==> src/rtl/tdm_pkg.sv <==
`default_nettype none

package tdm_pkg;

   // table size and derived widths
   localparam int ENTRIES = 16;
   localparam int IDX_W   = (ENTRIES > 1) ? $clog2(ENTRIES) : 1;
   localparam int CNT_W   = $clog2(ENTRIES + 1);

   // fixed field widths
   localparam int DATA_W        = 32;
   localparam int REQ_TYPE_W    = 3;
   localparam int LIMIT_W       = 5;
   localparam int STATUS_W      = 2;
   localparam int ENTRY_INDEX_W = 4;
   localparam int COUNT_W       = 5;
   localparam int MAX_OUT       = 16;
   localparam int NUM_W         = (CNT_W > LIMIT_W) ? CNT_W : LIMIT_W;

   // miss counters stick at this value
   localparam logic [DATA_W-1:0] MISS_LIMIT = '1;

   // request codes
   localparam logic [REQ_TYPE_W-1:0] REQ_REGISTER = 3'd0;
   localparam logic [REQ_TYPE_W-1:0] REQ_TOUCH    = 3'd1;
   localparam logic [REQ_TYPE_W-1:0] REQ_POLL     = 3'd2;
   localparam logic [REQ_TYPE_W-1:0] REQ_GET      = 3'd3;
   localparam logic [REQ_TYPE_W-1:0] REQ_SNAPSHOT = 3'd4;

   // status codes
   localparam logic [STATUS_W-1:0] ST_OK        = 2'd0;
   localparam logic [STATUS_W-1:0] ST_IGNORED   = 2'd1;
   localparam logic [STATUS_W-1:0] ST_NOT_FOUND = 2'd2;
   localparam logic [STATUS_W-1:0] ST_EXPIRED   = 2'd3;

   // one table entry as held in the RAM
   typedef struct packed {
      logic [DATA_W-1:0] key;
      logic [DATA_W-1:0] deadline;
      logic [DATA_W-1:0] touch;
      logic [DATA_W-1:0] misses;
      logic [DATA_W-1:0] lateness;
      logic              expired;
   } entry_type;

   localparam int ENTRY_W = $bits(entry_type);

   // one response item
   typedef struct packed {
      logic [STATUS_W-1:0]      status;
      logic [ENTRY_INDEX_W-1:0] entry_index;
      logic [DATA_W-1:0]        entry_key;
      logic [DATA_W-1:0]        entry_deadline_ms;
      logic [DATA_W-1:0]        entry_last_touch_ms;
      logic [DATA_W-1:0]        entry_misses;
      logic [DATA_W-1:0]        entry_max_lateness_ms;
      logic                     entry_expired;
      logic [COUNT_W-1:0]       entry_count;
      logic                     last_of_run;
   } rsp_type;

   // build a response; fields of an absent entry read as zero
   function automatic rsp_type make_rsp(input logic [STATUS_W-1:0] status,
                                        input logic                has_entry,
                                        input logic [IDX_W-1:0]    idx,
                                        input entry_type           entry,
                                        input logic [CNT_W-1:0]    count,
                                        input logic                last);
      rsp_type r;
      r             = '0;
      r.status      = status;
      r.entry_count = COUNT_W'(count);
      r.last_of_run = last;
      if (has_entry) begin
         r.entry_index           = ENTRY_INDEX_W'(idx);
         r.entry_key             = entry.key;
         r.entry_deadline_ms     = entry.deadline;
         r.entry_last_touch_ms   = entry.touch;
         r.entry_misses          = entry.misses;
         r.entry_max_lateness_ms = entry.lateness;
         r.entry_expired         = entry.expired;
      end
      return r;
   endfunction

endpackage

`default_nettype wire

==> src/rtl/tdm_req_if.sv <==
`default_nettype none

interface tdm_req_if;
   logic                               valid;
   logic                               ready;
   logic [tdm_pkg::REQ_TYPE_W-1:0]     req_type;
   logic [tdm_pkg::DATA_W-1:0]         task_key;
   logic [tdm_pkg::DATA_W-1:0]         deadline_in_ms;
   logic [tdm_pkg::DATA_W-1:0]         now_ms;
   logic [tdm_pkg::LIMIT_W-1:0]        snapshot_limit;

   modport source (output valid, req_type, task_key, deadline_in_ms, now_ms, snapshot_limit,
                   input ready);
   modport sink (input valid, req_type, task_key, deadline_in_ms, now_ms, snapshot_limit,
                 output ready);
endinterface

`default_nettype wire

==> src/rtl/tdm_rsp_if.sv <==
`default_nettype none

interface tdm_rsp_if;
   logic                                 valid;
   logic                                 ready;
   logic [tdm_pkg::STATUS_W-1:0]         status;
   logic [tdm_pkg::ENTRY_INDEX_W-1:0]    entry_index;
   logic [tdm_pkg::DATA_W-1:0]           entry_key;
   logic [tdm_pkg::DATA_W-1:0]           entry_deadline_ms;
   logic [tdm_pkg::DATA_W-1:0]           entry_last_touch_ms;
   logic [tdm_pkg::DATA_W-1:0]           entry_misses;
   logic [tdm_pkg::DATA_W-1:0]           entry_max_lateness_ms;
   logic                                 entry_expired;
   logic [tdm_pkg::COUNT_W-1:0]          entry_count;
   logic                                 last_of_run;

   modport source (output valid, status, entry_index, entry_key, entry_deadline_ms,
                   entry_last_touch_ms, entry_misses, entry_max_lateness_ms,
                   entry_expired, entry_count, last_of_run,
                   input ready);
   modport sink (input valid, status, entry_index, entry_key, entry_deadline_ms,
                 entry_last_touch_ms, entry_misses, entry_max_lateness_ms,
                 entry_expired, entry_count, last_of_run,
                 output ready);
endinterface

`default_nettype wire

==> src/rtl/tdm_ram.sv <==
`default_nettype none

module tdm_ram #(
   parameter int WIDTH = 8,
   parameter int DEPTH = 16
) (
   input  wire logic                                      clock,
   input  wire logic                                      wr_en,
   input  wire logic [((DEPTH > 1) ? $clog2(DEPTH) : 1)-1:0] wr_addr,
   input  wire logic [WIDTH-1:0]                          wr_data,
   input  wire logic                                      rd_en,
   input  wire logic [((DEPTH > 1) ? $clog2(DEPTH) : 1)-1:0] rd_addr,
   output      logic [WIDTH-1:0]                          rd_data
);

   logic [WIDTH-1:0] mem_ff [DEPTH];

   // write port, and a read port whose data holds until the next read
   always_ff @(posedge clock) begin
      if (wr_en) begin
         mem_ff[wr_addr] <= wr_data;
      end
      if (rd_en) begin
         rd_data <= mem_ff[rd_addr];
      end
   end

endmodule

`default_nettype wire

==> src/rtl/task_deadline_monitor_table.sv <==
`default_nettype none

// Channel   Port      Direction  Payload
// request   req_chan  in         req_type, task_key, deadline_in_ms, now_ms, snapshot_limit
// response  rsp_chan  out        status, entry_index, entry_* fields, entry_count, last_of_run
//
// One request at a time; req_chan.ready is high only while the sequencer is idle, and a
// stalled response holds the sequencer until it is taken.
// Key lookup reads the table RAM one entry a cycle. Poll pipes every used entry through
// read, age and update stages. Snapshot reads each entry, loads it into the response and
// waits for that response to be taken before it reads the next entry.
// Synchronous reset empties the table; entry contents are never cleared, only the count.
module task_deadline_monitor_table (
   input  wire logic  clock,
   input  wire logic  reset,
   tdm_req_if.sink    req_chan,
   tdm_rsp_if.source  rsp_chan
);

   localparam logic [2:0] S_IDLE    = 3'd0;
   localparam logic [2:0] S_FIND    = 3'd1;
   localparam logic [2:0] S_POLL    = 3'd2;
   localparam logic [2:0] S_SNAP_RD = 3'd3;
   localparam logic [2:0] S_SNAP_LD = 3'd4;
   localparam logic [2:0] S_RSP     = 3'd5;

   // control state
   logic [2:0]                     state_ff, state_in;
   logic [tdm_pkg::CNT_W-1:0]      used_ff, used_in;
   logic [tdm_pkg::CNT_W-1:0]      rd_idx_ff, rd_idx_in;
   logic                           chk_vld_ff, chk_vld_in;
   logic                           p1_vld_ff, p1_vld_in;
   logic                           rsp_valid_ff, rsp_valid_in;
   logic                           fresh_ff, fresh_in;

   // payload state
   logic [tdm_pkg::REQ_TYPE_W-1:0] type_ff, type_in;
   logic [tdm_pkg::DATA_W-1:0]     key_ff, key_in;
   logic [tdm_pkg::DATA_W-1:0]     dl_ff, dl_in;
   logic [tdm_pkg::DATA_W-1:0]     now_ff, now_in;
   logic [tdm_pkg::NUM_W-1:0]      snap_n_ff, snap_n_in;
   logic [tdm_pkg::IDX_W-1:0]      chk_idx_ff, chk_idx_in;
   logic [tdm_pkg::IDX_W-1:0]      p1_idx_ff, p1_idx_in;
   tdm_pkg::entry_type             p1_word_ff, p1_word_in;
   logic [tdm_pkg::DATA_W-1:0]     p1_age_ff, p1_age_in;
   tdm_pkg::rsp_type               rsp_ff, rsp_in;

   // RAM port
   logic                           wr_en, rd_en;
   logic [tdm_pkg::IDX_W-1:0]      wr_addr, rd_addr;
   tdm_pkg::entry_type             wr_word, rd_word;
   logic [tdm_pkg::ENTRY_W-1:0]    rd_data;

   // datapath helpers
   logic                           issue, hit, accept, rsp_take;
   logic [tdm_pkg::LIMIT_W-1:0]    lim_eff;
   logic [tdm_pkg::NUM_W-1:0]      snap_n;
   logic [tdm_pkg::DATA_W-1:0]     late;
   logic                           over;
   tdm_pkg::entry_type             new_word, upd_word;

   tdm_ram #(
      .WIDTH (tdm_pkg::ENTRY_W),
      .DEPTH (tdm_pkg::ENTRIES)
   ) u_table (
      .clock   (clock),
      .wr_en   (wr_en),
      .wr_addr (wr_addr),
      .wr_data (wr_word),
      .rd_en   (rd_en),
      .rd_addr (rd_addr),
      .rd_data (rd_data)
   );

   assign rd_word  = tdm_pkg::entry_type'(rd_data);
   assign accept   = req_chan.valid && (state_ff == S_IDLE);
   assign rsp_take = rsp_valid_ff && rsp_chan.ready;
   assign issue    = (rd_idx_ff < used_ff);
   assign hit      = chk_vld_ff && (rd_word.key == key_ff);

   // snapshot length: least of used count and limit, limit capped at the burst size
   assign lim_eff = (req_chan.snapshot_limit > tdm_pkg::LIMIT_W'(tdm_pkg::MAX_OUT))
                    ? tdm_pkg::LIMIT_W'(tdm_pkg::MAX_OUT) : req_chan.snapshot_limit;
   assign snap_n  = (tdm_pkg::NUM_W'(used_ff) < tdm_pkg::NUM_W'(lim_eff))
                    ? tdm_pkg::NUM_W'(used_ff) : tdm_pkg::NUM_W'(lim_eff);

   // poll update of the entry in the update pipe stage
   assign over = p1_age_ff > p1_word_ff.deadline;
   assign late = p1_age_ff - p1_word_ff.deadline;

   always_comb begin
      upd_word = p1_word_ff;
      if (over) begin
         if (late > p1_word_ff.lateness) begin
            upd_word.lateness = late;
         end
         if (!p1_word_ff.expired) begin
            upd_word.expired = 1'b1;
            if (p1_word_ff.misses != tdm_pkg::MISS_LIMIT) begin
               upd_word.misses = p1_word_ff.misses + 1'b1;
            end
         end
      end
   end

   // fresh entry for an append
   always_comb begin
      new_word          = '0;
      new_word.key      = key_ff;
      new_word.deadline = dl_ff;
      new_word.touch    = now_ff;
   end

   // sequencer
   always_comb begin
      state_in     = state_ff;
      used_in      = used_ff;
      rd_idx_in    = rd_idx_ff;
      chk_vld_in   = 1'b0;
      chk_idx_in   = chk_idx_ff;
      p1_vld_in    = 1'b0;
      p1_idx_in    = p1_idx_ff;
      p1_word_in   = p1_word_ff;
      p1_age_in    = p1_age_ff;
      rsp_valid_in = rsp_valid_ff;
      rsp_in       = rsp_ff;
      fresh_in     = fresh_ff;
      type_in      = type_ff;
      key_in       = key_ff;
      dl_in        = dl_ff;
      now_in       = now_ff;
      snap_n_in    = snap_n_ff;
      wr_en        = 1'b0;
      wr_addr      = chk_idx_ff;
      wr_word      = rd_word;
      rd_en        = 1'b0;
      rd_addr      = rd_idx_ff[tdm_pkg::IDX_W-1:0];

      case (state_ff)
         S_IDLE: begin
            // capture the request and pick the walk it needs
            if (accept) begin
               type_in   = req_chan.req_type;
               key_in    = req_chan.task_key;
               dl_in     = req_chan.deadline_in_ms;
               now_in    = req_chan.now_ms;
               snap_n_in = snap_n;
               rd_idx_in = '0;
               fresh_in  = 1'b0;
               case (req_chan.req_type)
                  tdm_pkg::REQ_REGISTER: begin
                     if (req_chan.deadline_in_ms == '0) begin
                        rsp_in       = tdm_pkg::make_rsp(tdm_pkg::ST_IGNORED, 1'b0, '0, '0,
                                                         used_ff, 1'b1);
                        rsp_valid_in = 1'b1;
                        state_in     = S_RSP;
                     end else begin
                        state_in = S_FIND;
                     end
                  end
                  tdm_pkg::REQ_TOUCH, tdm_pkg::REQ_GET: begin
                     state_in = S_FIND;
                  end
                  tdm_pkg::REQ_POLL: begin
                     state_in = S_POLL;
                  end
                  tdm_pkg::REQ_SNAPSHOT: begin
                     if (snap_n == '0) begin
                        rsp_in       = tdm_pkg::make_rsp(tdm_pkg::ST_NOT_FOUND, 1'b0, '0, '0,
                                                         used_ff, 1'b1);
                        rsp_valid_in = 1'b1;
                        state_in     = S_RSP;
                     end else begin
                        state_in = S_SNAP_RD;
                     end
                  end
                  default: begin
                     rsp_in       = tdm_pkg::make_rsp(tdm_pkg::ST_IGNORED, 1'b0, '0, '0,
                                                      used_ff, 1'b1);
                     rsp_valid_in = 1'b1;
                     state_in     = S_RSP;
                  end
               endcase
            end
         end

         S_FIND: begin
            // stream keys one a cycle; stop reading once a key matches
            if (issue && !hit) begin
               rd_en      = 1'b1;
               rd_idx_in  = rd_idx_ff + 1'b1;
               chk_vld_in = 1'b1;
               chk_idx_in = rd_idx_ff[tdm_pkg::IDX_W-1:0];
            end
            if (hit) begin
               rsp_valid_in = 1'b1;
               state_in     = S_RSP;
               case (type_ff)
                  tdm_pkg::REQ_REGISTER: begin
                     wr_word.deadline = dl_ff;
                     wr_en            = 1'b1;
                  end
                  tdm_pkg::REQ_TOUCH: begin
                     wr_word.touch   = now_ff;
                     wr_word.expired = 1'b0;
                     wr_en           = 1'b1;
                  end
                  default: begin
                     wr_en = 1'b0;
                  end
               endcase
               rsp_in = tdm_pkg::make_rsp(tdm_pkg::ST_OK, 1'b1, chk_idx_ff, wr_word,
                                          used_ff, 1'b1);
            end else if (!issue) begin
               // every used entry checked without a match
               rsp_valid_in = 1'b1;
               state_in     = S_RSP;
               if (type_ff == tdm_pkg::REQ_REGISTER) begin
                  if (used_ff >= tdm_pkg::CNT_W'(tdm_pkg::ENTRIES)) begin
                     rsp_in = tdm_pkg::make_rsp(tdm_pkg::ST_IGNORED, 1'b0, '0, '0,
                                                used_ff, 1'b1);
                  end else begin
                     wr_en   = 1'b1;
                     wr_addr = used_ff[tdm_pkg::IDX_W-1:0];
                     wr_word = new_word;
                     used_in = used_ff + 1'b1;
                     rsp_in  = tdm_pkg::make_rsp(tdm_pkg::ST_OK, 1'b1,
                                                 used_ff[tdm_pkg::IDX_W-1:0], new_word,
                                                 used_ff + 1'b1, 1'b1);
                  end
               end else begin
                  rsp_in = tdm_pkg::make_rsp(tdm_pkg::ST_NOT_FOUND, 1'b0, '0, '0,
                                             used_ff, 1'b1);
               end
            end
         end

         S_POLL: begin
            // read stage
            if (issue) begin
               rd_en      = 1'b1;
               rd_idx_in  = rd_idx_ff + 1'b1;
               chk_vld_in = 1'b1;
               chk_idx_in = rd_idx_ff[tdm_pkg::IDX_W-1:0];
            end
            // age stage
            if (chk_vld_ff) begin
               p1_vld_in  = 1'b1;
               p1_idx_in  = chk_idx_ff;
               p1_word_in = rd_word;
               p1_age_in  = now_ff - rd_word.touch;
            end
            // update stage
            if (p1_vld_ff) begin
               wr_en   = 1'b1;
               wr_addr = p1_idx_ff;
               wr_word = upd_word;
               if (over && !p1_word_ff.expired) begin
                  fresh_in = 1'b1;
               end
            end
            if (!issue && !chk_vld_ff && !p1_vld_ff) begin
               rsp_in       = tdm_pkg::make_rsp(fresh_ff ? tdm_pkg::ST_EXPIRED : tdm_pkg::ST_OK,
                                                1'b0, '0, '0, used_ff, 1'b1);
               rsp_valid_in = 1'b1;
               state_in     = S_RSP;
            end
         end

         S_SNAP_RD: begin
            rd_en      = 1'b1;
            rd_idx_in  = rd_idx_ff + 1'b1;
            chk_idx_in = rd_idx_ff[tdm_pkg::IDX_W-1:0];
            state_in   = S_SNAP_LD;
         end

         S_SNAP_LD: begin
            rsp_in       = tdm_pkg::make_rsp(tdm_pkg::ST_OK, 1'b1, chk_idx_ff, rd_word, used_ff,
                                             tdm_pkg::NUM_W'(rd_idx_ff) == snap_n_ff);
            rsp_valid_in = 1'b1;
            state_in     = S_RSP;
         end

         S_RSP: begin
            // hold the response until taken, then go on with the burst or finish
            if (rsp_take) begin
               rsp_valid_in = 1'b0;
               if (type_ff == tdm_pkg::REQ_SNAPSHOT && !rsp_ff.last_of_run) begin
                  state_in = S_SNAP_RD;
               end else begin
                  state_in = S_IDLE;
               end
            end
         end

         default: begin
            state_in = S_IDLE;
         end
      endcase
   end

   always_ff @(posedge clock) begin
      if (reset) begin
         state_ff     <= S_IDLE;
         used_ff      <= '0;
         rd_idx_ff    <= '0;
         chk_vld_ff   <= 1'b0;
         p1_vld_ff    <= 1'b0;
         rsp_valid_ff <= 1'b0;
         fresh_ff     <= 1'b0;
      end else begin
         state_ff     <= state_in;
         used_ff      <= used_in;
         rd_idx_ff    <= rd_idx_in;
         chk_vld_ff   <= chk_vld_in;
         p1_vld_ff    <= p1_vld_in;
         rsp_valid_ff <= rsp_valid_in;
         fresh_ff     <= fresh_in;
      end
      type_ff    <= type_in;
      key_ff     <= key_in;
      dl_ff      <= dl_in;
      now_ff     <= now_in;
      snap_n_ff  <= snap_n_in;
      chk_idx_ff <= chk_idx_in;
      p1_idx_ff  <= p1_idx_in;
      p1_word_ff <= p1_word_in;
      p1_age_ff  <= p1_age_in;
      rsp_ff     <= rsp_in;
   end

   // drive the channels
   assign req_chan.ready                 = (state_ff == S_IDLE);
   assign rsp_chan.valid                 = rsp_valid_ff;
   assign rsp_chan.status                = rsp_ff.status;
   assign rsp_chan.entry_index           = rsp_ff.entry_index;
   assign rsp_chan.entry_key             = rsp_ff.entry_key;
   assign rsp_chan.entry_deadline_ms     = rsp_ff.entry_deadline_ms;
   assign rsp_chan.entry_last_touch_ms   = rsp_ff.entry_last_touch_ms;
   assign rsp_chan.entry_misses          = rsp_ff.entry_misses;
   assign rsp_chan.entry_max_lateness_ms = rsp_ff.entry_max_lateness_ms;
   assign rsp_chan.entry_expired         = rsp_ff.entry_expired;
   assign rsp_chan.entry_count           = rsp_ff.entry_count;
   assign rsp_chan.last_of_run           = rsp_ff.last_of_run;

endmodule

`default_nettype wire

==> src/flat_wrapper.sv <==
// flat-port wrapper written by rule: the top's interface ports become plain ports
module task_deadline_monitor_table_flat 
  (clock, reset, req_chan_valid, req_chan_req_type, req_chan_task_key, req_chan_deadline_in_ms, req_chan_now_ms, req_chan_snapshot_limit, req_chan_ready, rsp_chan_valid, rsp_chan_status, rsp_chan_entry_index, rsp_chan_entry_key, rsp_chan_entry_deadline_ms, rsp_chan_entry_last_touch_ms, rsp_chan_entry_misses, rsp_chan_entry_max_lateness_ms, rsp_chan_entry_expired, rsp_chan_entry_count, rsp_chan_last_of_run, rsp_chan_ready);
  tdm_req_if req_chan_i ();
  tdm_rsp_if rsp_chan_i ();
  input  wire logic clock;
  input  wire logic reset;
  input wire logic [$bits(req_chan_i.valid)-1:0] req_chan_valid;
  input wire logic [$bits(req_chan_i.req_type)-1:0] req_chan_req_type;
  input wire logic [$bits(req_chan_i.task_key)-1:0] req_chan_task_key;
  input wire logic [$bits(req_chan_i.deadline_in_ms)-1:0] req_chan_deadline_in_ms;
  input wire logic [$bits(req_chan_i.now_ms)-1:0] req_chan_now_ms;
  input wire logic [$bits(req_chan_i.snapshot_limit)-1:0] req_chan_snapshot_limit;
  output wire logic [$bits(req_chan_i.ready)-1:0] req_chan_ready;
  output wire logic [$bits(rsp_chan_i.valid)-1:0] rsp_chan_valid;
  output wire logic [$bits(rsp_chan_i.status)-1:0] rsp_chan_status;
  output wire logic [$bits(rsp_chan_i.entry_index)-1:0] rsp_chan_entry_index;
  output wire logic [$bits(rsp_chan_i.entry_key)-1:0] rsp_chan_entry_key;
  output wire logic [$bits(rsp_chan_i.entry_deadline_ms)-1:0] rsp_chan_entry_deadline_ms;
  output wire logic [$bits(rsp_chan_i.entry_last_touch_ms)-1:0] rsp_chan_entry_last_touch_ms;
  output wire logic [$bits(rsp_chan_i.entry_misses)-1:0] rsp_chan_entry_misses;
  output wire logic [$bits(rsp_chan_i.entry_max_lateness_ms)-1:0] rsp_chan_entry_max_lateness_ms;
  output wire logic [$bits(rsp_chan_i.entry_expired)-1:0] rsp_chan_entry_expired;
  output wire logic [$bits(rsp_chan_i.entry_count)-1:0] rsp_chan_entry_count;
  output wire logic [$bits(rsp_chan_i.last_of_run)-1:0] rsp_chan_last_of_run;
  input wire logic [$bits(rsp_chan_i.ready)-1:0] rsp_chan_ready;
  assign req_chan_i.valid = req_chan_valid;
  assign req_chan_i.req_type = req_chan_req_type;
  assign req_chan_i.task_key = req_chan_task_key;
  assign req_chan_i.deadline_in_ms = req_chan_deadline_in_ms;
  assign req_chan_i.now_ms = req_chan_now_ms;
  assign req_chan_i.snapshot_limit = req_chan_snapshot_limit;
  assign req_chan_ready = req_chan_i.ready;
  assign rsp_chan_valid = rsp_chan_i.valid;
  assign rsp_chan_status = rsp_chan_i.status;
  assign rsp_chan_entry_index = rsp_chan_i.entry_index;
  assign rsp_chan_entry_key = rsp_chan_i.entry_key;
  assign rsp_chan_entry_deadline_ms = rsp_chan_i.entry_deadline_ms;
  assign rsp_chan_entry_last_touch_ms = rsp_chan_i.entry_last_touch_ms;
  assign rsp_chan_entry_misses = rsp_chan_i.entry_misses;
  assign rsp_chan_entry_max_lateness_ms = rsp_chan_i.entry_max_lateness_ms;
  assign rsp_chan_entry_expired = rsp_chan_i.entry_expired;
  assign rsp_chan_entry_count = rsp_chan_i.entry_count;
  assign rsp_chan_last_of_run = rsp_chan_i.last_of_run;
  assign rsp_chan_i.ready = rsp_chan_ready;
  task_deadline_monitor_table u_core (.clock(clock), .reset(reset), .req_chan(req_chan_i), .rsp_chan(rsp_chan_i));
endmodule
==> config.mk <==
export PLATFORM = sky130hd
export DESIGN_NAME = task_deadline_monitor_table_flat
export DESIGN_NICKNAME = d
export VERILOG_FILES = /design/src/rtl/tdm_pkg.sv /design/src/rtl/tdm_req_if.sv /design/src/rtl/tdm_rsp_if.sv /design/src/rtl/tdm_ram.sv /design/src/rtl/task_deadline_monitor_table.sv /design/src/flat_wrapper.sv
export SDC_FILE = /design/constraint.sdc
export NUM_CORES = 2
export LEC_CHECK = 0
export BUFFER_PORTS_ARGS = -buffer_cell sky130_fd_sc_hd__buf_2
export CELL_PAD_IN_SITES_DETAIL_PLACEMENT = 1
export CELL_PAD_IN_SITES_GLOBAL_PLACEMENT = 1
export CORE_MARGIN = 2
export CORE_UTILIZATION = 39
export CTS_BUF_LIST = sky130_fd_sc_hd__clkbuf_8
export CTS_CLUSTER_SIZE = 40
export DETAILED_ROUTE_END_ITERATION = 6
export GPL_TIMING_DRIVEN = 0
export PLACE_DENSITY = 0.6
export SLEW_MARGIN = 25
export SYNTH_ARGS = -nofsm -noshare
export SYNTH_HDL_FRONTEND = slang
export SYNTH_SLANG_ARGS = --single-unit
==> constraint.sdc <==
create_clock -name clock -period 25.8 [get_ports clock]
set_input_delay 2.58 -clock clock [delete_from_list [all_inputs] [get_ports clock]]
set_output_delay 2.58 -clock clock [all_outputs]
set_load 0.05 [all_outputs]
==> report_table.html <==
<table>
<tr><th>Metric</th><th>Value</th></tr>
<tr><th colspan="2">CTS</th></tr>
<tr><td>Clock sink count</td><td>3,232</td></tr>
<tr><td>Total clock buffers created by CTS</td><td>555</td></tr>
<tr><td>Number of buffers on the longest clock path</td><td>4</td></tr>
<tr><td>Hold-fix buffers, CTS</td><td>0</td></tr>
<tr><td>Insertion delay to the later sink of the worst-skew pair</td><td>1190 ps</td></tr>
<tr><td>Number of buffers inserted to repair setup after CTS</td><td>0</td></tr>
<tr><td>Clock transition at path regs</td><td>70 ps</td></tr>
<tr><td>H-tree depth</td><td>6</td></tr>
<tr><td>CTS tree</td><td>done</td></tr>
<tr><td>Clock root buffer</td><td>sky130_fd_sc_hd__clkbuf_8</td></tr>
<tr><td>Cells resized by post-CTS repair</td><td>0</td></tr>
<tr><th colspan="2">Synth</th></tr>
<tr><td>Syn_area_per_cell</td><td>21.2 um^2</td></tr>
<tr><td>Post-Syn Nets</td><td>6,235</td></tr>
<tr><td>Complex-gate fraction of the synthesized area</td><td>3.83%</td></tr>
<tr><td>Area fraction in and, or, nand and nor cells after synthesis</td><td>2.37%</td></tr>
<tr><td>Library cells used by synthesis</td><td>83</td></tr>
<tr><td>Main combinational cell family by area after synthesis</td><td>multiplexers</td></tr>
<tr><td>Sequential cell area fraction in the yosys report</td><td>76.1%</td></tr>
<tr><td>Post-synthesis async set-or-reset flop share</td><td>0%</td></tr>
<tr><td>Synthesized-area fraction occupied by xor and xnor cells</td><td>0.791%</td></tr>
<tr><td>Mux cell area share after synthesis</td><td>14.4%</td></tr>
<tr><td>Post-synthesis cell area</td><td>127,000 um^2</td></tr>
<tr><td>Syn Inst Count</td><td>6,017</td></tr>
<tr><td>Biggest area contributors in the synthesized netlist</td><td>sky130_fd_sc_hd__edfxtp_1 (76%), sky130_fd_sc_hd__mux4_2 (14%), sky130_fd_sc_hd__ha_1 (1.1%), sky130_fd_sc_hd__a22o_1 (0.72%), sky130_fd_sc_hd__clkbuf_1 (0.61%)</td></tr>
<tr><td>Library cell occupying the most area in the post-synthesis netlist</td><td>sky130_fd_sc_hd__edfxtp_1</td></tr>
<tr><td>Number of synthesized register bits</td><td>3,232</td></tr>
<tr><td>Yosys synthesis warning count</td><td>0</td></tr>
<tr><td>Main flop type after synthesis</td><td>sky130_fd_sc_hd__edfxtp_1</td></tr>
<tr><td>Post-synthesis adder-cell area fraction</td><td>1.09%</td></tr>
<tr><td>Top-area cell type share of the netlist area</td><td>75.8%</td></tr>
<tr><td>Number of enable flip-flop cells after synthesis</td><td>3,215</td></tr>
<tr><th colspan="2">Detailed routing</th></tr>
<tr><td>Number of iterations in the first detailed-routing pass</td><td>7</td></tr>
<tr><td>First-iteration detailed-routing DRC count</td><td>9,272</td></tr>
<tr><td>Number of vias in the routed layout</td><td>71,300</td></tr>
<tr><td>Total DRC errors in the routed layout</td><td>0</td></tr>
<tr><td>Final ANT Viol Nets</td><td>0</td></tr>
<tr><td>Final WL</td><td>419 mm</td></tr>
<tr><td>Wire length per cell after detailed routing</td><td>34.2 um</td></tr>
<tr><td>Routed via count divided by cell count</td><td>5.82</td></tr>
<tr><th colspan="2">Cells and area</th></tr>
<tr><td>Final instance area</td><td>150,000 um^2</td></tr>
<tr><td>Post-route insts no fill</td><td>12,300</td></tr>
<tr><td>Area added between synthesis and finish</td><td>18.2%</td></tr>
<tr><td>Share of final-layout standard cells stronger than drive strength 1</td><td>33.7%</td></tr>
<tr><td>Post-layout nets</td><td>7,733</td></tr>
<tr><th colspan="2">Die</th></tr>
<tr><td>Effective utilization at floorplan</td><td>39.2%</td></tr>
<tr><td>Core Rows</td><td>209</td></tr>
<tr><td>Die outline area</td><td>331,000 um^2</td></tr>
<tr><td>Die Y-Extent</td><td>575 um</td></tr>
<tr><td>Die span in x</td><td>575 um</td></tr>
<tr><td>Core footprint</td><td>325,000 um^2</td></tr>
<tr><td>Number of top-level pins</td><td>283</td></tr>
<tr><th colspan="2">Place</th></tr>
<tr><td>Post-Place Cell Area</td><td>140,000 um^2</td></tr>
<tr><td>Inst Count DP</td><td>11,300</td></tr>
<tr><td>Number of port buffers</td><td>282</td></tr>
<tr><td>Setup slack at placement</td><td>17,610 ps</td></tr>
<tr><td>Routability-driven placement congestion ratio</td><td>0.886</td></tr>
<tr><td>HPWL after DPL</td><td>303 mm</td></tr>
<tr><th colspan="2">Power and ir drop</th></tr>
<tr><td>Maximum vdd drop</td><td>0.0691 mV</td></tr>
<tr><td>Areal power density over the cells</td><td>86.9 nW/um^2</td></tr>
<tr><td>Leakage power of the design</td><td>0.0503 uW</td></tr>
<tr><th colspan="2">Hold path</th></tr>
<tr><td>Startpoint of the tightest hold check path</td><td>u_core.u_table.rd_data[76]</td></tr>
<tr><td>Classification of the worst-slack hold path</td><td>reg2reg</td></tr>
<tr><td>Worst hold stages</td><td>0</td></tr>
<tr><td>End point of the most critical hold path</td><td>u_core.p1_word_ff[76]</td></tr>
<tr><th colspan="2">Job</th></tr>
<tr><td>Number of max-cap violations</td><td>0</td></tr>
<tr><th colspan="2">Timing</th></tr>
<tr><td>PnR worst setup slack</td><td>18,360 ps</td></tr>
<tr><td>Final period demand of the worst path</td><td>7440 ps</td></tr>
<tr><td>Highest Clock Rate</td><td>134 MHz</td></tr>
<tr><td>Worst slew margin relative to its limit</td><td>21.2%</td></tr>
<tr><td>Endpoints failing setup</td><td>0</td></tr>
<tr><td>Setup repair after global routing missed its margin</td><td>no</td></tr>
<tr><td>Part of the cycle the worst path needs</td><td>28.8%</td></tr>
<tr><td>Number of pins with negative max-slew slack in the final report</td><td>0</td></tr>
<tr><td>Worst Clk Skew</td><td>80.8 ps</td></tr>
<tr><td>Setup total negative slack</td><td>0 ps</td></tr>
<tr><td>Count of final hold-check violations</td><td>0</td></tr>
<tr><td>Slew of the pin with the lowest slew margin</td><td>1180 ps</td></tr>
<tr><th colspan="2">Critical path</th></tr>
<tr><td>FF-to-FF path depth</td><td>16</td></tr>
<tr><td>Endpoint of the most critical register-to-register path</td><td>u_core.u_table.mem_ff[15][149]</td></tr>
<tr><td>Req. time, crit path</td><td>26,670 ps</td></tr>
<tr><td>Signal arrival time at the worst endpoint</td><td>8310 ps</td></tr>
<tr><td>Startpoint class of the critical path</td><td>register</td></tr>
<tr><td>Highest net fanout along the worst path</td><td>10</td></tr>
<tr><td>Critical Setup Path Class</td><td>reg2reg</td></tr>
<tr><td>Minimum setup slack among reg-to-reg paths</td><td>18,360 ps</td></tr>
<tr><td>Element type at the critical path end</td><td>register</td></tr>
<tr><td>Source of the worst register-to-register timing path</td><td>u_core.key_ff[31]</td></tr>
<tr><th colspan="2">GRT</th></tr>
<tr><td>Vias in the first global route</td><td>73,600</td></tr>
<tr><td>Overall track demand over capacity in global routing</td><td>25.0%</td></tr>
<tr><td>Initial antenna violation count</td><td>35</td></tr>
<tr><td>First-pass GRT wire length</td><td>581 mm</td></tr>
<tr><td>Leftover overflow at the end of global routing</td><td>0</td></tr>
<tr><td>Pin count of the biggest net entering global routing</td><td>57</td></tr>
<tr><th colspan="2">Run status</th></tr>
<tr><td>Run status</td><td>completed</td></tr>
</table>
## final cells by class
type                            instances  area [um^2]
Antenna cell                           21         52.6
Buffer                                291         1290
Clock buffer                          563         7750
Clock inverter                        392         2280
Fill cell                           30200       174000
Inverter                              194          736
Multi-Input combinational cell       2300        29000
Sequential cell                      3232        96900
Tap cell                             4325         5410
Timing Repair Buffer                  941         7090
## worst max-delay path by stage
stage | from | to | slack [ps] | cells after the start
after floorplan | req_chan_snapshot_limit[4] | u_core.rsp_chan.entry_count[0] | 1960 | 9
final | u_core.key_ff[31] | u_core.u_table.mem_ff[15][149] | 18360 | 16
after global placement | req_chan_deadline_in_ms[27] | u_core.rsp_chan.entry_max_lateness_ms[9] | -13430 | 6
after CTS | u_core.key_ff[31] | u_core.u_table.mem_ff[15][149] | 18320 | 16
after global routing | u_core.key_ff[31] | u_core.u_table.mem_ff[15][149] | 18280 | 16
after detailed placement | req_chan_deadline_in_ms[27] | u_core.rsp_chan.entry_max_lateness_ms[9] | 17610 | 16
## cells in the mapped netlist, types with 16 or more instances
cell                       count
sky130_fd_sc_hd__inv_1       193
sky130_fd_sc_hd__nand2_1     171
sky130_fd_sc_hd__clkbuf_1    207
sky130_fd_sc_hd__a22oi_1      32
sky130_fd_sc_hd__o21a_1       23
sky130_fd_sc_hd__nor4_1       17
sky130_fd_sc_hd__edfxtp_1   3215
sky130_fd_sc_hd__a22o_1      105
sky130_fd_sc_hd__mux4_2      805
sky130_fd_sc_hd__and2_1       89
sky130_fd_sc_hd__xor2_1       32
sky130_fd_sc_hd__a222oi_1     65
sky130_fd_sc_hd__nand3_1      63
sky130_fd_sc_hd__a221o_1      17
sky130_fd_sc_hd__and3_1       25
sky130_fd_sc_hd__o211ai_1     16
sky130_fd_sc_hd__nor2_1       87
sky130_fd_sc_hd__nand4_1      44
sky130_fd_sc_hd__o21ai_0     110
sky130_fd_sc_hd__buf_1        71
sky130_fd_sc_hd__a21o_1       37
sky130_fd_sc_hd__a21oi_1      98
sky130_fd_sc_hd__dfxtp_1      17
sky130_fd_sc_hd__nor3_1       48
sky130_fd_sc_hd__xnor2_1      83
sky130_fd_sc_hd__o311ai_0     21
sky130_fd_sc_hd__ha_1        108
## critical path, stage by stage (launching register included)
cell and delay (ps):
sky130_fd_sc_hd__edfxtp_1 640, sky130_fd_sc_hd__xnor2_1 670, sky130_fd_sc_hd__nand4_1 170, sky130_fd_sc_hd__nor4_1 800
sky130_fd_sc_hd__nand3_1 810, sky130_fd_sc_hd__nand2_2 600, sky130_fd_sc_hd__a21o_1 180, sky130_fd_sc_hd__buf_2 420
sky130_fd_sc_hd__a21oi_1 390, sky130_fd_sc_hd__nor3_2 740, sky130_fd_sc_hd__buf_4 320, sky130_fd_sc_hd__buf_4 220
sky130_fd_sc_hd__buf_4 210, sky130_fd_sc_hd__buf_4 220, sky130_fd_sc_hd__buf_4 220, sky130_fd_sc_hd__buf_4 210
sky130_fd_sc_hd__buf_4 200
## report_power, final
group | leakage, uW | total, uW | switching [uW] | internal (uW)
sequential | 0.0294 | 6580 | 136 | 6440
clock | 0.00570 | 4360 | 2160 | 2200
combinational | 0.0152 | 2140 | 1660 | 478
total | 0.0503 | 13100 | 3960 | 9120
## cells by family (layout without fill, tap and decap cells)
logic type	count (synthesis)	in the layout
flops	3232	3232
xor+xnor	115	115
buf+inv	485	2381
fa+ha+maj	110	110
simple gates	601	601
other cells	0	21
mux	821	821
compound gates	653	653
## placed cells by master, fill, tap and decap left out, types with 44 or more instances in the layout
master                     instances
sky130_fd_sc_hd__a21oi_1          95
sky130_fd_sc_hd__a222oi_1         65
sky130_fd_sc_hd__a22o_1          105
sky130_fd_sc_hd__and2_1           89
sky130_fd_sc_hd__buf_2           386
sky130_fd_sc_hd__buf_4           515
sky130_fd_sc_hd__buf_6            78
sky130_fd_sc_hd__clkbuf_1        132
sky130_fd_sc_hd__clkbuf_2         75
sky130_fd_sc_hd__clkbuf_8        563
sky130_fd_sc_hd__clkinv_1        114
sky130_fd_sc_hd__clkinv_2         46
sky130_fd_sc_hd__edfxtp_1       3215
sky130_fd_sc_hd__ha_1            108
sky130_fd_sc_hd__inv_1           354
sky130_fd_sc_hd__mux4_2          805
sky130_fd_sc_hd__nand2_1         170
sky130_fd_sc_hd__nand3_1          63
sky130_fd_sc_hd__nand4_1          44
sky130_fd_sc_hd__nor2_1           87
sky130_fd_sc_hd__o21ai_0          81
sky130_fd_sc_hd__xnor2_1          83
## flip-flops by register name, summed over array words and instances (netlist names), 32 cells and up
name	cells
u_core.rsp_chan.entry_key	32
u_core.rsp_chan.entry_deadline_ms	32
u_core.rsp_chan.entry_last_touch_ms	32
u_core.p1_age_ff	32
u_core.rsp_chan.entry_max_lateness_ms	32
u_core.u_table.rd_data	161
u_core.key_ff	32
u_core.u_table.mem_ff	2576
u_core.now_ff	32
u_core.p1_word_ff	161
u_core.dl_ff	32
u_core.rsp_chan.entry_misses	32
## layer usage
metal	routed length, um	vias up	track usage [%]	part of all wire [%]
met5	73	-	0	0.017
met4	15900	10	9.41	3.8
met3	34500	672	4.43	8.2
met2	198000	3624	39.5	47
met1	170000	38600	34.9	41
li1	-	28500	-	-
## metrics by stage
stage | hold WS (ps) | util (%) | power, uW
global placement | 432 | 41.3 | 8850
detailed placement | 435 | 43.2 | 8810
global route | 483 | 46.4 | 13500
CTS | 463 | 46.3 | 13100
finish | 470 | 46.4 | 13100
floorplan | 426 | - | 7980
(Power assumes the default switching activity.)
